## config.mk

```make
export PLATFORM = sky130hd
export DESIGN_NAME = cpi_front
export DESIGN_NICKNAME = d
export VERILOG_FILES = /design/src/rtl/cpi_pkg.sv /design/src/rtl/cpi_front.sv
export SDC_FILE = /design/constraint.sdc
export NUM_CORES = 1
export LEC_CHECK = 0
export BUFFER_PORTS_ARGS = -buffer_cell sky130_fd_sc_hd__buf_4
export CAP_MARGIN = 20
export CORE_AREA = 2 2 150 152
export DETAILED_ROUTE_END_ITERATION = 6
export DIE_AREA = 0 0 152 154
export SLEW_MARGIN = 40
export SYNTH_ARGS = -nofsm -noshare
export SYNTH_HDL_FRONTEND = slang
export SYNTH_SLANG_ARGS = --single-unit
```

## constraint.sdc

```tcl
create_clock -name vclk -period 3.3
set_input_delay 0.495 -clock vclk [all_inputs]
set_output_delay 0.495 -clock vclk [all_outputs]
set_load 0.05 [all_outputs]
```

## src/rtl/cpi_pkg.sv

```systemverilog
package cpi_pkg;

  localparam int ANGLE_BITS   = 16;
  localparam int PHASE_SHIFT  = 32 - ANGLE_BITS;
  localparam int LANES        = 4;
  localparam int CORDIC_ITERS = 30;
  localparam int QUEUE_DEPTH  = 2;

  localparam int LANE_ALPHA = 0;
  localparam int LANE_BETA  = 1;
  localparam int LANE_GAMMA = 2;
  localparam int LANE_DELTA = 3;

  localparam logic [31:0]        FOCAL_RESET = 32'd65536;
  localparam logic signed [32:0] CORDIC_X0   = 33'sd652032874;
  localparam logic signed [31:0] ONE_Q30     = 32'sh4000_0000;

  typedef struct packed {
    logic                  start;
    logic [LANES-1:0][1:0] quad;
    logic [LANES-1:0][31:0] z0;
    logic [2:0][31:0]      shift;
  } item_t;

  typedef enum logic [2:0] {
    ST_IDLE,
    ST_TRIG,
    ST_MUL,
    ST_FIN,
    ST_DONE
  } state_e;

  typedef enum logic [1:0] {
    GRP_TRIG,
    GRP_RM,
    GRP_TR,
    GRP_CEN
  } grp_e;

  typedef struct packed {
    grp_e       grp;
    logic [3:0] idx;
    logic [1:0] k;
    logic       half;
  } op_t;

  localparam logic [3:0] TOP_P1 = 4'd0;
  localparam logic [3:0] TOP_P2 = 4'd1;
  localparam logic [3:0] TOP_M2 = 4'd2;
  localparam logic [3:0] TOP_M0 = 4'd3;
  localparam logic [3:0] TOP_M1 = 4'd4;
  localparam logic [3:0] TOP_M3 = 4'd5;
  localparam logic [3:0] TOP_M4 = 4'd6;
  localparam logic [3:0] TOP_M5 = 4'd7;
  localparam logic [3:0] TOP_M6 = 4'd8;
  localparam logic [3:0] TOP_M7 = 4'd9;

  localparam op_t OP_FIRST = '{grp: GRP_TRIG, idx: 4'd0, k: 2'd0, half: 1'b0};
  localparam op_t OP_LAST  = '{grp: GRP_CEN,  idx: 4'd2, k: 2'd2, half: 1'b1};

  function automatic logic [31:0] atan_at(input logic [4:0] i);
    logic [31:0] v;
    case (i)
      5'd0:  v = 32'h20000000;
      5'd1:  v = 32'h12E4051E;
      5'd2:  v = 32'h09FB385B;
      5'd3:  v = 32'h051111D4;
      5'd4:  v = 32'h028B0D43;
      5'd5:  v = 32'h0145D7E1;
      5'd6:  v = 32'h00A2F61E;
      5'd7:  v = 32'h00517C55;
      5'd8:  v = 32'h0028BE53;
      5'd9:  v = 32'h00145F2F;
      5'd10: v = 32'h000A2F98;
      5'd11: v = 32'h000517CC;
      5'd12: v = 32'h00028BE6;
      5'd13: v = 32'h000145F3;
      5'd14: v = 32'h0000A2F9;
      5'd15: v = 32'h0000517D;
      5'd16: v = 32'h000028BE;
      5'd17: v = 32'h0000145F;
      5'd18: v = 32'h00000A30;
      5'd19: v = 32'h00000518;
      5'd20: v = 32'h0000028C;
      5'd21: v = 32'h00000146;
      5'd22: v = 32'h000000A3;
      5'd23: v = 32'h00000051;
      5'd24: v = 32'h00000029;
      5'd25: v = 32'h00000014;
      5'd26: v = 32'h0000000A;
      5'd27: v = 32'h00000005;
      5'd28: v = 32'h00000003;
      5'd29: v = 32'h00000001;
      default: v = 32'h0;
    endcase
    return v;
  endfunction

  function automatic logic [1:0] row_of(input logic [3:0] e);
    logic [1:0] r;
    case (e)
      4'd0, 4'd1, 4'd2: r = 2'd0;
      4'd3, 4'd4, 4'd5: r = 2'd1;
      default:          r = 2'd2;
    endcase
    return r;
  endfunction

  function automatic logic [1:0] col_of(input logic [3:0] e);
    logic [1:0] c;
    case (e)
      4'd0, 4'd3, 4'd6: c = 2'd0;
      4'd1, 4'd4, 4'd7: c = 2'd1;
      default:          c = 2'd2;
    endcase
    return c;
  endfunction

  function automatic logic [3:0] ent(input logic [1:0] r, input logic [1:0] c);
    return {1'b0, r, 1'b0} + {2'b00, r} + {2'b00, c};
  endfunction

endpackage

```

## src/rtl/cpi_front.sv

```systemverilog
module cpi_front import cpi_pkg::*; (
  input  logic        in_valid_i,
  output logic        in_stall_o,
  input  logic        start_new_track_i,
  input  logic [15:0] angle_alpha_i,
  input  logic [15:0] angle_beta_i,
  input  logic [15:0] angle_gamma_i,
  input  logic [31:0] shift_a_i,
  input  logic [31:0] shift_b_i,
  input  logic [31:0] shift_c_i,
  input  logic        full_i,
  output logic        push_o,
  output item_t       item_o
);

  logic [31:0] phase [LANES];
  logic [31:0] biased [LANES];

  assign phase[LANE_ALPHA] = {{16{angle_alpha_i[15]}}, angle_alpha_i} << PHASE_SHIFT;
  assign phase[LANE_BETA]  = {{16{angle_beta_i[15]}}, angle_beta_i} << PHASE_SHIFT;
  assign phase[LANE_GAMMA] = {{16{angle_gamma_i[15]}}, angle_gamma_i} << PHASE_SHIFT;
  assign phase[LANE_DELTA] = phase[LANE_GAMMA] - phase[LANE_BETA];

  always_comb begin
    item_o.start    = start_new_track_i;
    item_o.shift[0] = shift_a_i;
    item_o.shift[1] = shift_b_i;
    item_o.shift[2] = shift_c_i;
    for (int l = 0; l < LANES; l++) begin
      biased[l]      = phase[l] + 32'h2000_0000;
      item_o.quad[l] = biased[l][31:30];
      item_o.z0[l]   = phase[l] - {biased[l][31:30], 30'b0};
    end
  end

  assign in_stall_o = full_i;
  assign push_o     = in_valid_i & ~full_i;

endmodule

```

# == Yosys cells after proc, flatten, opt, wreduce, memory -nomap -nowiden ==
# Cells that the tools add are included.
# totals
out_inout_bits,235
ff_bits,0
inputBits,147
# op_classes
add_sub_neg,9
bitwise,2
# op_table
operator,n
$sub A32 B32 Y32,5
$add A32 B30 Y32 const B,4
$and A1 B1 Y1,1
$not A1 Y1,1

# == Depth between registers and ports, before layout ==
# logic_depth
ltp_word,3
depth_mapped,12
mapped_depth_nobuf,12

# == Worst setup path before layout ==
# Ideal clock, no wire load.
# synth_timing
path_kind,input -> output
start,input port angle_beta_i[1]
end,output port item_o[222] (netlist bit)
setup_slack_ps,-1203
arrival_time_ps,4008
t_required_ps,2805
stages,11
cell_sequence,inv_1 > ha_1 > nor2b_1 > o31a_1 > o31a_1 > o211ai_2 > a21oi_2 > a31oi_1 > ha_1 > inv_1 > xnor2_1
# synth_rtl
element,line,text
from (decl),cpi_front.sv:6,"input logic [15:0] angle_beta_i,"
to (decl),cpi_front.sv:13,output item_t item_o

==> run metrics <==
outcome=completed; drt first pass iters=4; DIE AREA=~23000 um2; Synth Area per Inst=about 7.3 um2; hold endpoint=item_o[57]; switch share=67.6%; Sequential Power Share=0%; synth warn=0; worst vdd ir=between 0.00007 and 0.00008 V; slew of the pin with the lowest slew margin=between 0.6 and 0.7 ns; hold crit path type=input port to output port; Comb power frac=100.0%; # fillers=around 2500; crit path DAT=~2.8 ns; Hold Path Depth=0; Port Buffers=between 90 and 100; Final Core Density=13.2%; die width=~150 um; pwr dens=roughly 380 nW/um2; total length of routed wires=8.15 mm; row cnt=54; number of routed nets with antenna violations=0; Leakage=around 1.4 nW; vias in the first global route=between 1500 and 2000; post-DP HPWL=7.50 mm; Setup violations, final=0; final setup margin=0.0312 ns; Area Growth Syn to Fin=11.6%; ant diodes=0; CTS Hold Bufs=0; GRT Residual Overflow=0; Die Y=between 150 and 200 um; Clock Buffer Count=0; clock power share=0%; CP Data Required Time=about 2.8 ns; share of cells above drive strength 1=a little under half; post-synthesis sequential area ratio=0%; commonest non-fill, non-tap cell in the layout=buf_4; register area=0 um2; Crit Path Category=input port to output port; initial core utilization=between 10% and 20%; RSZ-0062 raised after global routing=yes; CP max FO=3; first-pass GRT wire length=10.8 mm; largest net degree at the start of global routing=7; max-cap viol count=0; Tcrit/Tclk final=between 90% and 100%; hold_sp=shift_b_i[25]; initial antenna violation count=0; routability cong.=approximately 0.68; top-area cell type share of the netlist area=just under 60%; Initial DRC Count=35; post-layout min period=roughly 3.3 ns; fin nets=508; main area contributors after synthesis=buf_4 (60%), ha_1 (11%), inv_1 (3.8%); Total GRT Usage=just over 6%; setup TNS=0 ns; # DRC=0; # IOs=about 380; Final Max Tran Viols=0; Distinct cells, synth=34; Mapped Cells=353; Yosys top cell by area=buf_4; Slew Limit Headroom=58.6%; FMAX=just over 300 MHz; worst slack, placed=-0.187 ns; most frequent cells in the layout=buf_4 (121), conb_1 (64), inv_1 (20); Net Switching=roughly 0.73 mW; Avg Vias per Cell=roughly 2.9; area of the core=between 20000 and 25000 um2; P_int=about 0.35 mW; final hold vios=0; Worst setup EP type=output port; Avg WL per Cell=approximately 13 um; Synth Cell Area=around 2600 um2; crit start category=input port; DR vias=about 1800; critical path startpoint=angle_beta_i[1]; seq_cells=0
how the worst max path moves through the flow:
stage / slack (ns) / endpoint / cells after the start
final: 0.03 / item_o[222] / 13
after global routing: -0.06 / item_o[222] / 13
after CTS: -0.03 / item_o[222] / 14
after detailed placement: -0.19 / item_o[231] / 13
after global placement: -0.17 / item_o[223] / 13
after floorplan: -0.40 / item_o[222] / 11
power by group through the flow:
| stage | registers, mW | clock network (mW) | logic (mW) |
|---|---|---|---|
| 2_1_floorplan | 0 | 0 | 1.17 |
| 3_3_place_gp | 0 | 0 | 1.01 |
| 3_5_place_dp | 0 | 0 | 1.02 |
| 4_1_cts | 0 | 0 | 1.06 |
| 5_1_grt | 0 | 0 | 1.14 |
| 6_report | 0 | 0 | 1.08 |
final cells by class:
class / instances / area (um2) / share of cell area (%)
inverters: 26 / 120 / 4.19
multi-input cells: 183 / 1410 / 49.0
well taps: 280 / 350 / 12.2
repair buffers: 127 / 992 / 34.6
Yosys cell counts, types with 2 or more instances:
library cell / n
nor3_1: 4
nand3_1: 6
a21o_1: 7
or2_2: 2
nand2_1: 5
nor2b_1: 3
a21oi_1: 14
inv_1: 26
o21ai_0: 9
xor2_1: 10
ha_1: 22
nor2_1: 7
xnor2_1: 11
buf_4: 204
clkbuf_2: 2
o31a_1: 2
o21a_1: 2
repair_timing:
action,in CTS,in global routing
setup endpoints to repair,6,6
gates resized for setup,25,10
pin swaps,15,11
buffers inserted,4,7
logic make-up after synthesis:
kind of cell / count (synthesis) / synth area share [%]
mux: 1 / 0.389
xor+xnor: 21 / 7.15
simple gates: 31 / 5.89
other cells: 1 / 0.146
fa+ha+maj: 23 / 11.5
compound gates: 43 / 11.0
buf+inv: 233 / 63.9
per-stage QoR:
stage | instances | instance area, um2 | hold WS, ns | power [mW]
5_1_grt | 616 | 2870 | 0.990 | 1.14
3_5_place_dp | 606 | 2620 | 0.990 | 1.02
6_report | 616 | 2870 | 0.990 | 1.08
2_1_floorplan | 416 | 2940 | 1.16 | 1.17
4_1_cts | 609 | 2780 | 0.990 | 1.06
3_3_place_gp | 606 | 2620 | 0.990 | 1.01
worst max-delay path, cell delays in order:
cell        delay [ns]
buf_12            0.11
inv_16            0.05
ha_4              0.18
nor2b_4           0.12
o31a_1            0.25
o31a_1            0.33
o211ai_4          0.28
a21oi_4           0.11
a31oi_4           0.21
ha_4              0.24
clkinvlp_4        0.10
xnor2_4           0.11
buf_6             0.17
per-layer routing:
metal / wire (um) / GRT usage, % / up-vias
met4: 641 / 4.41 / 0
met1: 2610 / 6.01 / 757
met2: 3700 / 10.2 / 154
li1: - / - / 820
met5: 0 / 0 / -
met3: 1200 / 3.18 / 72
Note: power is estimated with default switching activity, not from simulation.
