**src/rtl/cpi_pkg.sv**
```systemverilog
package cpi_pkg;

  localparam int ANGLE_BITS   = 16;
  localparam int PHASE_SHIFT  = 32 - ANGLE_BITS;
  localparam int LANES        = 4;
  localparam int CORDIC_ITERS = 30;
  localparam int QUEUE_DEPTH  = 2;

  localparam int LANE_ALPHA = 0;
  localparam int LANE_BETA  = 1;
  localparam int LANE_GAMMA = 2;
  localparam int LANE_DELTA = 3;

  localparam logic [31:0]        FOCAL_RESET = 32'd65536;
  localparam logic signed [32:0] CORDIC_X0   = 33'sd652032874;
  localparam logic signed [31:0] ONE_Q30     = 32'sh4000_0000;

  typedef struct packed {
    logic                  start;
    logic [LANES-1:0][1:0] quad;
    logic [LANES-1:0][31:0] z0;
    logic [2:0][31:0]      shift;
  } item_t;

  typedef enum logic [2:0] {
    ST_IDLE,
    ST_TRIG,
    ST_MUL,
    ST_FIN,
    ST_DONE
  } state_e;

  typedef enum logic [1:0] {
    GRP_TRIG,
    GRP_RM,
    GRP_TR,
    GRP_CEN
  } grp_e;

  typedef struct packed {
    grp_e       grp;
    logic [3:0] idx;
    logic [1:0] k;
    logic       half;
  } op_t;

  localparam logic [3:0] TOP_P1 = 4'd0;
  localparam logic [3:0] TOP_P2 = 4'd1;
  localparam logic [3:0] TOP_M2 = 4'd2;
  localparam logic [3:0] TOP_M0 = 4'd3;
  localparam logic [3:0] TOP_M1 = 4'd4;
  localparam logic [3:0] TOP_M3 = 4'd5;
  localparam logic [3:0] TOP_M4 = 4'd6;
  localparam logic [3:0] TOP_M5 = 4'd7;
  localparam logic [3:0] TOP_M6 = 4'd8;
  localparam logic [3:0] TOP_M7 = 4'd9;

  localparam op_t OP_FIRST = '{grp: GRP_TRIG, idx: 4'd0, k: 2'd0, half: 1'b0};
  localparam op_t OP_LAST  = '{grp: GRP_CEN,  idx: 4'd2, k: 2'd2, half: 1'b1};

  function automatic logic [31:0] atan_at(input logic [4:0] i);
    logic [31:0] v;
    case (i)
      5'd0:  v = 32'h20000000;
      5'd1:  v = 32'h12E4051E;
      5'd2:  v = 32'h09FB385B;
      5'd3:  v = 32'h051111D4;
      5'd4:  v = 32'h028B0D43;
      5'd5:  v = 32'h0145D7E1;
      5'd6:  v = 32'h00A2F61E;
      5'd7:  v = 32'h00517C55;
      5'd8:  v = 32'h0028BE53;
      5'd9:  v = 32'h00145F2F;
      5'd10: v = 32'h000A2F98;
      5'd11: v = 32'h000517CC;
      5'd12: v = 32'h00028BE6;
      5'd13: v = 32'h000145F3;
      5'd14: v = 32'h0000A2F9;
      5'd15: v = 32'h0000517D;
      5'd16: v = 32'h000028BE;
      5'd17: v = 32'h0000145F;
      5'd18: v = 32'h00000A30;
      5'd19: v = 32'h00000518;
      5'd20: v = 32'h0000028C;
      5'd21: v = 32'h00000146;
      5'd22: v = 32'h000000A3;
      5'd23: v = 32'h00000051;
      5'd24: v = 32'h00000029;
      5'd25: v = 32'h00000014;
      5'd26: v = 32'h0000000A;
      5'd27: v = 32'h00000005;
      5'd28: v = 32'h00000003;
      5'd29: v = 32'h00000001;
      default: v = 32'h0;
    endcase
    return v;
  endfunction

  function automatic logic [1:0] row_of(input logic [3:0] e);
    logic [1:0] r;
    case (e)
      4'd0, 4'd1, 4'd2: r = 2'd0;
      4'd3, 4'd4, 4'd5: r = 2'd1;
      default:          r = 2'd2;
    endcase
    return r;
  endfunction

  function automatic logic [1:0] col_of(input logic [3:0] e);
    logic [1:0] c;
    case (e)
      4'd0, 4'd3, 4'd6: c = 2'd0;
      4'd1, 4'd4, 4'd7: c = 2'd1;
      default:          c = 2'd2;
    endcase
    return c;
  endfunction

  function automatic logic [3:0] ent(input logic [1:0] r, input logic [1:0] c);
    return {1'b0, r, 1'b0} + {2'b00, r} + {2'b00, c};
  endfunction

endpackage

```
**src/rtl/cpi_fifo.sv**
```systemverilog
module cpi_fifo import cpi_pkg::*; (
  input  logic  clk_i,
  input  logic  rst_ni,
  input  logic  push_i,
  input  item_t item_i,
  output logic  full_o,
  input  logic  pop_i,
  output logic  valid_o,
  output item_t item_o
);

  localparam int PTR_W = (QUEUE_DEPTH > 1) ? $clog2(QUEUE_DEPTH) : 1;
  localparam int CNT_W = $clog2(QUEUE_DEPTH + 1);

  item_t            mem_q [QUEUE_DEPTH];
  logic [PTR_W-1:0] wr_q, rd_q;
  logic [CNT_W-1:0] cnt_q;
  logic             do_push, do_pop;

  assign full_o  = (cnt_q == CNT_W'(QUEUE_DEPTH));
  assign valid_o = (cnt_q != '0);
  assign item_o  = mem_q[rd_q];
  assign do_push = push_i & ~full_o;
  assign do_pop  = pop_i & valid_o;

  always_ff @(posedge clk_i or negedge rst_ni) begin
    if (!rst_ni) begin
      wr_q  <= '0;
      rd_q  <= '0;
      cnt_q <= '0;
    end else begin
      if (do_push) begin
        wr_q <= (wr_q == PTR_W'(QUEUE_DEPTH - 1)) ? '0 : wr_q + 1'b1;
      end
      if (do_pop) begin
        rd_q <= (rd_q == PTR_W'(QUEUE_DEPTH - 1)) ? '0 : rd_q + 1'b1;
      end
      if (do_push && !do_pop) begin
        cnt_q <= cnt_q + 1'b1;
      end else if (do_pop && !do_push) begin
        cnt_q <= cnt_q - 1'b1;
      end
    end
  end

  always_ff @(posedge clk_i) begin
    if (do_push) begin
      mem_q[wr_q] <= item_i;
    end
  end

endmodule

```
**config.mk**
```make
export PLATFORM = sky130hd
export DESIGN_NAME = cpi_fifo
export DESIGN_NICKNAME = d
export VERILOG_FILES = /design/src/rtl/cpi_pkg.sv /design/src/rtl/cpi_fifo.sv
export SDC_FILE = /design/constraint.sdc
export NUM_CORES = 1
export LEC_CHECK = 0
export BUFFER_PORTS_ARGS = -buffer_cell sky130_fd_sc_hd__buf_2
export CAP_MARGIN = 20
export CORE_ASPECT_RATIO = 1.5
export CORE_MARGIN = 2
export CORE_UTILIZATION = 40
export CTS_CLUSTER_SIZE = 10
export DETAILED_ROUTE_END_ITERATION = 12
export GPL_TIMING_DRIVEN = 0
export PLACE_DENSITY = 0.63
export SLEW_MARGIN = 20
export SYNTH_ARGS = -nofsm -noshare
export SYNTH_HDL_FRONTEND = slang
export SYNTH_SLANG_ARGS = --single-unit
```
**constraint.sdc**
```tcl
create_clock -name clk_i -period 16.4 [get_ports clk_i]
set_clock_uncertainty 0.15 [all_clocks]
set_input_delay 0 -clock clk_i [delete_from_list [all_inputs] [get_ports clk_i]]
set_output_delay 0 -clock clk_i [all_outputs]
set_load 0.01 [all_outputs]
```
Yosys cells after proc, flatten, opt, wreduce, memory -nomap -nowiden

Memory sizes are Yosys's and may differ from the RTL's.
Cells that the tools add are included.

Bitwise operators: 3
Multiplexer cells: 6
Add/sub/neg operators: 4
Order comparisons: 0
Reductions and logical operators: 6
$mul: 0
Eq/ne operators: 1
Div/mod/pow operators: 0
Shifts and indexed selects: 0

Operator list:

| cell                                                               | number |
|---|---|
| 1-bit 2-to-1 mux                                                   | 4 |
| 2-bit 2-to-1 mux                                                   | 2 |
| 2-bit nonzero test                                                 | 2 |
| 1-bit adder, second input constant                                 | 2 |
| 2-bit by 1-bit adder with 2-bit output, second input constant      | 1 |
| 1-bit AND                                                          | 2 |
| 2-bit == test, second input constant                               | 1 |
| 1-bit logical AND                                                  | 2 |
| 1-bit zero test                                                    | 2 |
| 2-bit by 1-bit subtractor with 2-bit output, second input constant | 1 |
| 1-bit inverter                                                     | 1 |

Memories: 1
Memory bits (writable): 466
Latch bits: 0
ROM bits: 0
Word-level logic and storage cells: 24
Flip-flop bits (word level): 4

Memory list:

| name  | words | bits a word | read ports | clocked after memory_dff | write ports | line           | source |
|---|---|---|---|---|---|---|---|
| mem_q | 2     | 233         | 1          | 0                        | 1           | cpi_fifo.sv:15 | `item_t mem_q [QUEUE_DEPTH];` |

Logic depth before layout (Yosys ltp)

Gate-level depths: netlist (run 1).

Depth after elaboration: 7
Gate-level depth with buffers: 7

Least setup slack after synthesis (run 1)

No wires, ideal clock.

Path kind: reg-to-reg
Start: reg cnt_q[0]
End: mem mem_q[0][0] in the netlist's numbering (enable)
Clock period less this slack: 11.258 ns
Data required time: 15.420 ns
Path slack: 5.142 ns
Arrival time: 10.278 ns
Cell stages (with the launch flop): 4
Cell sequence: dfrtp_1 nand2b_1 nand2_1 nor2_1

Word-level cells in the longest chain between the ends: 5

Ends and longest elaborated chain:

| element                                | line           | source |
|---|---|---|
| start: declaration                     | cpi_fifo.sv:17 | `logic [CNT_W-1:0] cnt_q;` |
| start signal: assignment               | cpi_fifo.sv:39 | `cnt_q <= cnt_q + 1'b1;` |
| start signal: assignment               | cpi_fifo.sv:41 | `cnt_q <= cnt_q - 1'b1;` |
| 2-bit == test                          | cpi_fifo.sv:20 | `assign full_o = (cnt_q == CNT_W'(QUEUE_DEPTH));` |
| 1-bit inverter                         | cpi_fifo.sv:23 | `assign do_push = push_i & ~full_o;` |
| 1-bit AND                              | cpi_fifo.sv:23 |  |
| 1-bit 2-to-1 mux                       | cpi_fifo.sv:47 | `if (do_push) begin` |
| 1-bit 2-to-1 mux (not written as such) | cpi_fifo.sv:48 | `mem_q[wr_q] <= item_i;` |
| end: declaration                       | cpi_fifo.sv:15 |  |

No other way between the ends.

Final worst setup path (run 1)

Start: reg cnt_q[0]
End: mem mem_q[1][145] in the netlist's numbering (enable)

Same word-level chain as after synthesis.

==> metrics, run 1 <==
Final Instance Area 25700 sq um; highest routed metal layer met5; Max Fclk 390 MHz; vias in the first global route 11400; initial antenna violation count 5; multi-input logic area 3330 sq um; GR Overflow Total 0; port buffer count 471; clk slew on worst S/H paths 0.05 ns; CTS tree built; CP Class reg -> reg; WL final 43100 um; Mapped Area 17700 sq um; CTS Sinks 470; clk root buf clkbuf_16; Row Count 94; WL met3 2590 um; CTS Buf Count 53; Yosys reg bits 470; drt wl/cell 19.7 um; Die ar. 45900 sq um; met2 WL 23300 um; DRC 0; Max Cap Viol 0; final worst slack 13.84 ns; max_slew headroom 69.6%; largest net degree at the start of global routing 48; filler instances 3273; Yosys top cell area share 79.2%; register area 14100 sq um; Final Setup Violations 0; max-slew violation count 0; post-synth top area cell edfxtp_1; first-pass GRT wire length 63300 um; synth warn 0; P per Cell Area 164 nW/um^2; RSZ-0062 raised after global routing false; number of setup buffers added after CTS 0; antenna viol nets, final 0; average size of a mapped cell 23.7 sq um; final hold violations 0; Layout area overhead 45.6%; io pins 472; share of post-route cells with drive strength above 1 50.1%; placed instance area 21100 sq um; synth unique cells 15; Hold/Removal Path Class in -> reg; Final Cycle Share 15.6%; Synth Net Count 982; Met1 Wirelength 14800 um; leakage 10.2 nW; DRT iter0 DRCs 495; worst vdd ir 0.106 mV; core area 43800 sq um; gr usage total 18.1%; Die Y-Extent 261 um; CP endpoint kind register; vias per cell 4.62; via count 10100; status completed; pre-CTS WS 13.83 ns; Final HPWL DP 28200 um; Clock H-tree levels 2; Seq/Total Area, Yosys 79.8%; main area contributors after synthesis edfxtp_1 79%, mux2_4 14%, mux2_2 4.7%, buf_6 1.2%, dfrtp_1 0.57%; critical path startpoint category register; crit path time final 2.56 ns; crit path DAT 2.65 ns; CTS Buffer Depth 3; worst-margin pin slew 0.456 ns; First-pass DRT Iterations 7; Gate Count Post-Synth 744; WP data required 16.49 ns; Chip Width 176 um; gpl congestion 0.763; crit-path max FO 47; worst-skew pair later-pin latency 0.56 ns; initial core utilization 40.4%; # nets final 1834
-- Yosys cell counts --
cell type,count
mux2_4,160
inv_1,2
xnor2_1,3
nor2_1,2
mux2_2,73
nand2b_1,1
xor2_1,2
or2_2,1
edfxtp_1,466
and3_1,1
nand2_1,2
buf_2,7
dfrtp_1,4
buf_6,19
ha_1,1
-- metal layers --
layer  global-route usage (%)  up-vias
li1                         -     4666
met1                     18.4     4941
met2                     33.7      394
met3                     4.41      132
met4                     10.5        2
met5                        0        -
-- layout make-up --
| cell class | count | area share, % |
|---|---|---|
| Sequential cell | 470 | 54.8 |
| Timing Repair Buffer | 797 | 22.7 |
| Multi-Input combinational cell | 246 | 12.9 |
| Clock buffer | 68 | 5.54 |
| Tap cell | 576 | 2.80 |
| Buffer | 26 | 0.968 |
| Clock inverter | 3 | 0.170 |
| Antenna cell | 4 | 0.0389 |
| Inverter | 2 | 0.0292 |
-- cells by family after synthesis --
group         after synthesis  share of synthesized area, %
xor+xnor                    5                         0.248
mux                       233                          18.3
flops                     470                          79.8
simple gates                7                         0.191
fa+ha+maj                   1                        0.0708
buf+inv                    28                          1.45
-- flip-flops by register name, indices dropped and copies added (netlist names) --
name   count
wr_q       1
mem_q    466
cnt_q      2
rd_q       1
-- through the flow --
stage                     hold slack [ns]  TNS (ns)  util (%)  total power, mW  std cells
after detailed placement           -0.337         0      48.3             3.15       1807
after floorplan                    -0.446         0         -             2.67        744
after global placement             -0.339   -172.94      47.4             3.22       1791
after global routing             0.000455         0      58.8             4.40       2192
final                              0.0163         0      58.8             4.22       2192
after CTS                       0.0000375         0      58.7             4.26       2186
-- cell usage in the layout, fill, tap and decap left out, types with 2 or more instances in the layout --
cell type	count
buf_12	8
buf_16	8
buf_2	478
buf_6	19
clkbuf_1	13
clkbuf_16	55
dfrtp_1	4
diode_2	4
dlygate4sd3_1	310
edfxtp_1	466
inv_1	2
mux2_2	73
mux2_4	160
nand2_1	2
xnor2_1	3
xor2_1	2
-- repair_timing --
| item | CTS | global route |
|---|---|---|
| hold endpoints to repair | 507 | 3 |
| hold buffers | 308 | 2 |
| resized for setup | 0 | 0 |
-- worst max-delay path, cell delays in order (launching register included) --
cell and delay, ns:
dfrtp_1 0.41, nand2b_1 0.19, and3_4 0.50, buf_12 0.32, buf_16 0.30, buf_16 0.28
-- power breakdown --
part           switching, mW  leakage [nW]  internal [mW]  total (mW)
logic                  0.744          5.11          0.735        1.48
clock network          0.427         0.716          0.612        1.04
registers             0.0623          4.38           1.64        1.70
-- worst paths after layout --
check | slack [ns] | cells after the start | end | start
max in group asynchronous | 15.73 | 3 | rd_q | rst_ni
worst max register to register | 13.84 | 5 | mem_q[1][145] | cnt_q[0]
worst min register to register | 0.35 | 1 | cnt_q[1] | cnt_q[1]
worst max-delay path | 13.84 | 5 | mem_q[1][145] | cnt_q[0]
worst min-delay path | 0.02 | 2 | mem_q[0][38] | item_i[38]
min in group asynchronous | 0.20 | 3 | wr_q | rst_ni
Power figures use the tool's default switching activity.
==> run 2, diff against run 1 <==
==> constraint.sdc (replaced) <==
create_clock -name clk_i -period 2.7 [get_ports clk_i]
set_clock_uncertainty 0.15 [all_clocks]
set_input_delay 0 -clock clk_i [delete_from_list [all_inputs] [get_ports clk_i]]
set_output_delay 0 -clock clk_i [all_outputs]
set_load 0.01 [all_outputs]
==> run 2 against run 1 <==
Net effect: fmax up 10%; cell area up 0.43%; via count up 0.63%; first-iteration DRC count down 12%; die area unchanged; highest routed layer unchanged; register-to-register slack worse by 13 ns; wire length down 0.52%; non-clock buffer count up 16; clock-buffer cell count down 3; combinational power rose to 6.0 times the previous value; global-route usage down 0.27 points.
==> metrics, run 2 (synthesized netlist as in run 1, its figures left out) <==
clk root buf clkbuf_16; largest reg by FF count mem_q; max-slew violation count 0 (unchanged); Clock H-tree levels 2 (unchanged); RSZ-0062 raised after global routing false; drt wl/cell 19.4 um (-1.2%); status completed; initial antenna violation count 6 (+1); leakage 10.2 nW (+0.47%); first-pass GRT wire length 62700 um (-0.96%); worst path cell trace nand2b_4 -> nand2_4 -> nor2_4 -> buf_16 -> buf_12 -> buf_12 -> buf_12 -> buf_12; DRC 0 (unchanged); fin cells 2206 (+0.64%); share of post-route cells with drive strength above 1 49.7% (-0.37 points); Pint 18.0 mW (+500%); Die Y-Extent 261 um (unchanged); cell repeated most along the worst path buf_12; port buffer count 471 (unchanged); Final HPWL DP 28000 um (-0.83%); First-pass DRT Iterations 6 (-1); commonest cells after routing, fill and taps aside 478 x buf_2, 466 x edfxtp_1, 326 x dlygate4sd3_1, 160 x mux2_4, 73 x mux2_2; worst vdd ir 0.723 mV (+580%); Power Total 25.5 mW (+500%); io pins 472 (unchanged); Die ar. 45900 sq um (unchanged); sequential share of power 40.5% (+0.2 points); # nets final 1850 (+0.87%); CP endpoint kind register; final hold violations 0 (unchanged); worst-margin pin slew 0.529 ns (+0.0726 ns); vias per cell 4.62 (about the same); Final Setup Violations 0 (unchanged); filler instances 3227 (-1.4%); Hold/Removal Path Class in -> reg; WL final 42900 um (-0.52%); worst-skew pair later-pin latency 0.56 ns (about the same); clk slew on worst S/H paths 0.06 ns (about the same); crit path time final 2.32 ns (-0.243 ns); crit-path max FO 25 (-47%); Max Fclk 431 MHz (+10%); Regs by FF count mem_q (466), cnt_q (2); Comb pwr share 35.1% (about the same); Layout area overhead 46.2%; core area 43800 sq um (unchanged); initial core utilization 40.4% (unchanged); antenna viol nets, final 0 (unchanged); max_slew headroom 64.7% (-4.8 points); Max Cap Viol 0 (unchanged); CTS Sinks 470 (unchanged); Clk pwr share 24.4% (-0.2 points); CTS tree built; WP data required 2.80 ns (-13.69 ns); gr usage total 17.9% (-0.27 points); critical path startpoint category register; largest net degree at the start of global routing 52 (+8.3%); setup_tns 0 ns (unchanged); CTS Buffer Depth 3 (unchanged); CP max-delay cell dfrtp_1; CP peak stage delay 0.41 ns (-0.09 ns); CTS Buf Count 53 (unchanged); commonest non-fill, non-tap cell in the layout buf_2; placed cells 1806 (-0.055%); vias in the first global route 11200 (-1.3%); Final Cycle Share 85.9% (+70 points); via count 10200 (+0.63%); gpl congestion 0.761 (-0.29%); Net Sw Power 7.48 mW (+510%); max reg flops 466 (unchanged); Row Count 94 (unchanged); CP Class reg -> reg; P per Cell Area 988 nW/um^2 (+500%); crit path DAT 2.42 ns (-0.23 ns); post_cts resized 0 (unchanged); DRT iter0 DRCs 438 (-12%); Chip Width 176 um (unchanged); Sw Share 29.3% (+0.13 points); GR Overflow Total 0 (unchanged)
## run 2: changes by cell type in the layout (fill, tap and decap cells not counted), moves of 2 or more
cell and change:
buf_16 -3, clkbuf_1 -3, buf_12 +2, dlygate4sd3_1 +16
clkinv_1 +2
## run 2: layout make-up
type / instances / area [sq um] / share of cell area (%)
timing repair buffer: 813 / 5970 / 23.1
multi-input combinational: 246 / 3340 / 12.9
antenna: 4 / 10.0 / 0.0388
clock buffer: 65 / 1410 / 5.47
clock inverter: 4 / 25.0 / 0.0969
tap: 576 / 721 / 2.79
buffer: 26 / 249 / 0.964
sequential: 470 / 14100 / 54.6
inverter: 2 / 7.51 / 0.0291
## run 2: per-stage QoR
| step | setup slack, ns | util, % | cell area [sq um] | hold WS, ns |
|---|---|---|---|---|
| 3_5_place_dp | 0.00277 | 48.2 | 21100 | -0.333 |
| 3_3_place_gp | -3.97 | 47.5 | 20800 | -0.338 |
| 4_1_cts | 0.0128 | 59.0 | 25800 | 0.00000194 |
| 6_report | 0.382 | 59.0 | 25800 | 0.0153 |
| 2_1_floorplan | -1.91 | - | 17700 | -0.446 |
| 5_1_grt | 0.284 | 59.0 | 25800 | 0.00267 |
## run 2: timing repair
| item | CTS | global route |
|---|---|---|
| pin swaps | 1 | 1 |
| setup buffers | 0 | 1 |
| endpoints found under the setup margin | 13 | 43 |
| cloned | 0 | 0 |
| hold buffers | 326 | 0 |
| hold endpoints to repair | 554 | 0 |
## run 2: final timing paths
kind	from	to	slack (ns)	cells past startpoint
max	cnt_q[0]	mem_q[0][84]	0.38	8
min	item_i[111]	mem_q[0][111]	0.02	2
max reg2reg	cnt_q[0]	mem_q[0][84]	0.38	8
min reg2reg	cnt_q[0]	cnt_q[0]	0.39	1
max in group asynchronous	rst_ni	rd_q	2.04	3
min in group asynchronous	rst_ni	cnt_q[0]	0.19	3
## run 2: per-layer routing
| metal | part of all wire (%) | global-route usage, % | vias up |
|---|---|---|---|
| met5 | 0.070 | 0 | - |
| met4 | 4.3 | 8.70 | 6 |
| met3 | 5.8 | 3.91 | 109 |
| met2 | 56 | 34.4 | 382 |
| met1 | 34 | 18.1 | 5008 |
| li1 | - | - | 4694 |
## run 2: power by group through the flow
stage / clock (mW) / combinational, mW / sequential (mW)
after floorplan: 0 / 5.31 / 10.6
after global placement: 0 / 8.02 / 10.6
after detailed placement: 0 / 8.63 / 10.5
after CTS: 6.36 / 9.04 / 10.3
after global routing: 6.63 / 9.49 / 10.5
final: 6.22 / 8.95 / 10.3
## run 2: critical path: cells and delay by family, from the launching register on
family	cells	cell delay, ns
DFF	1	0.41
buffers and inverters	5	1.02
and+or+nand+nor	3	0.40
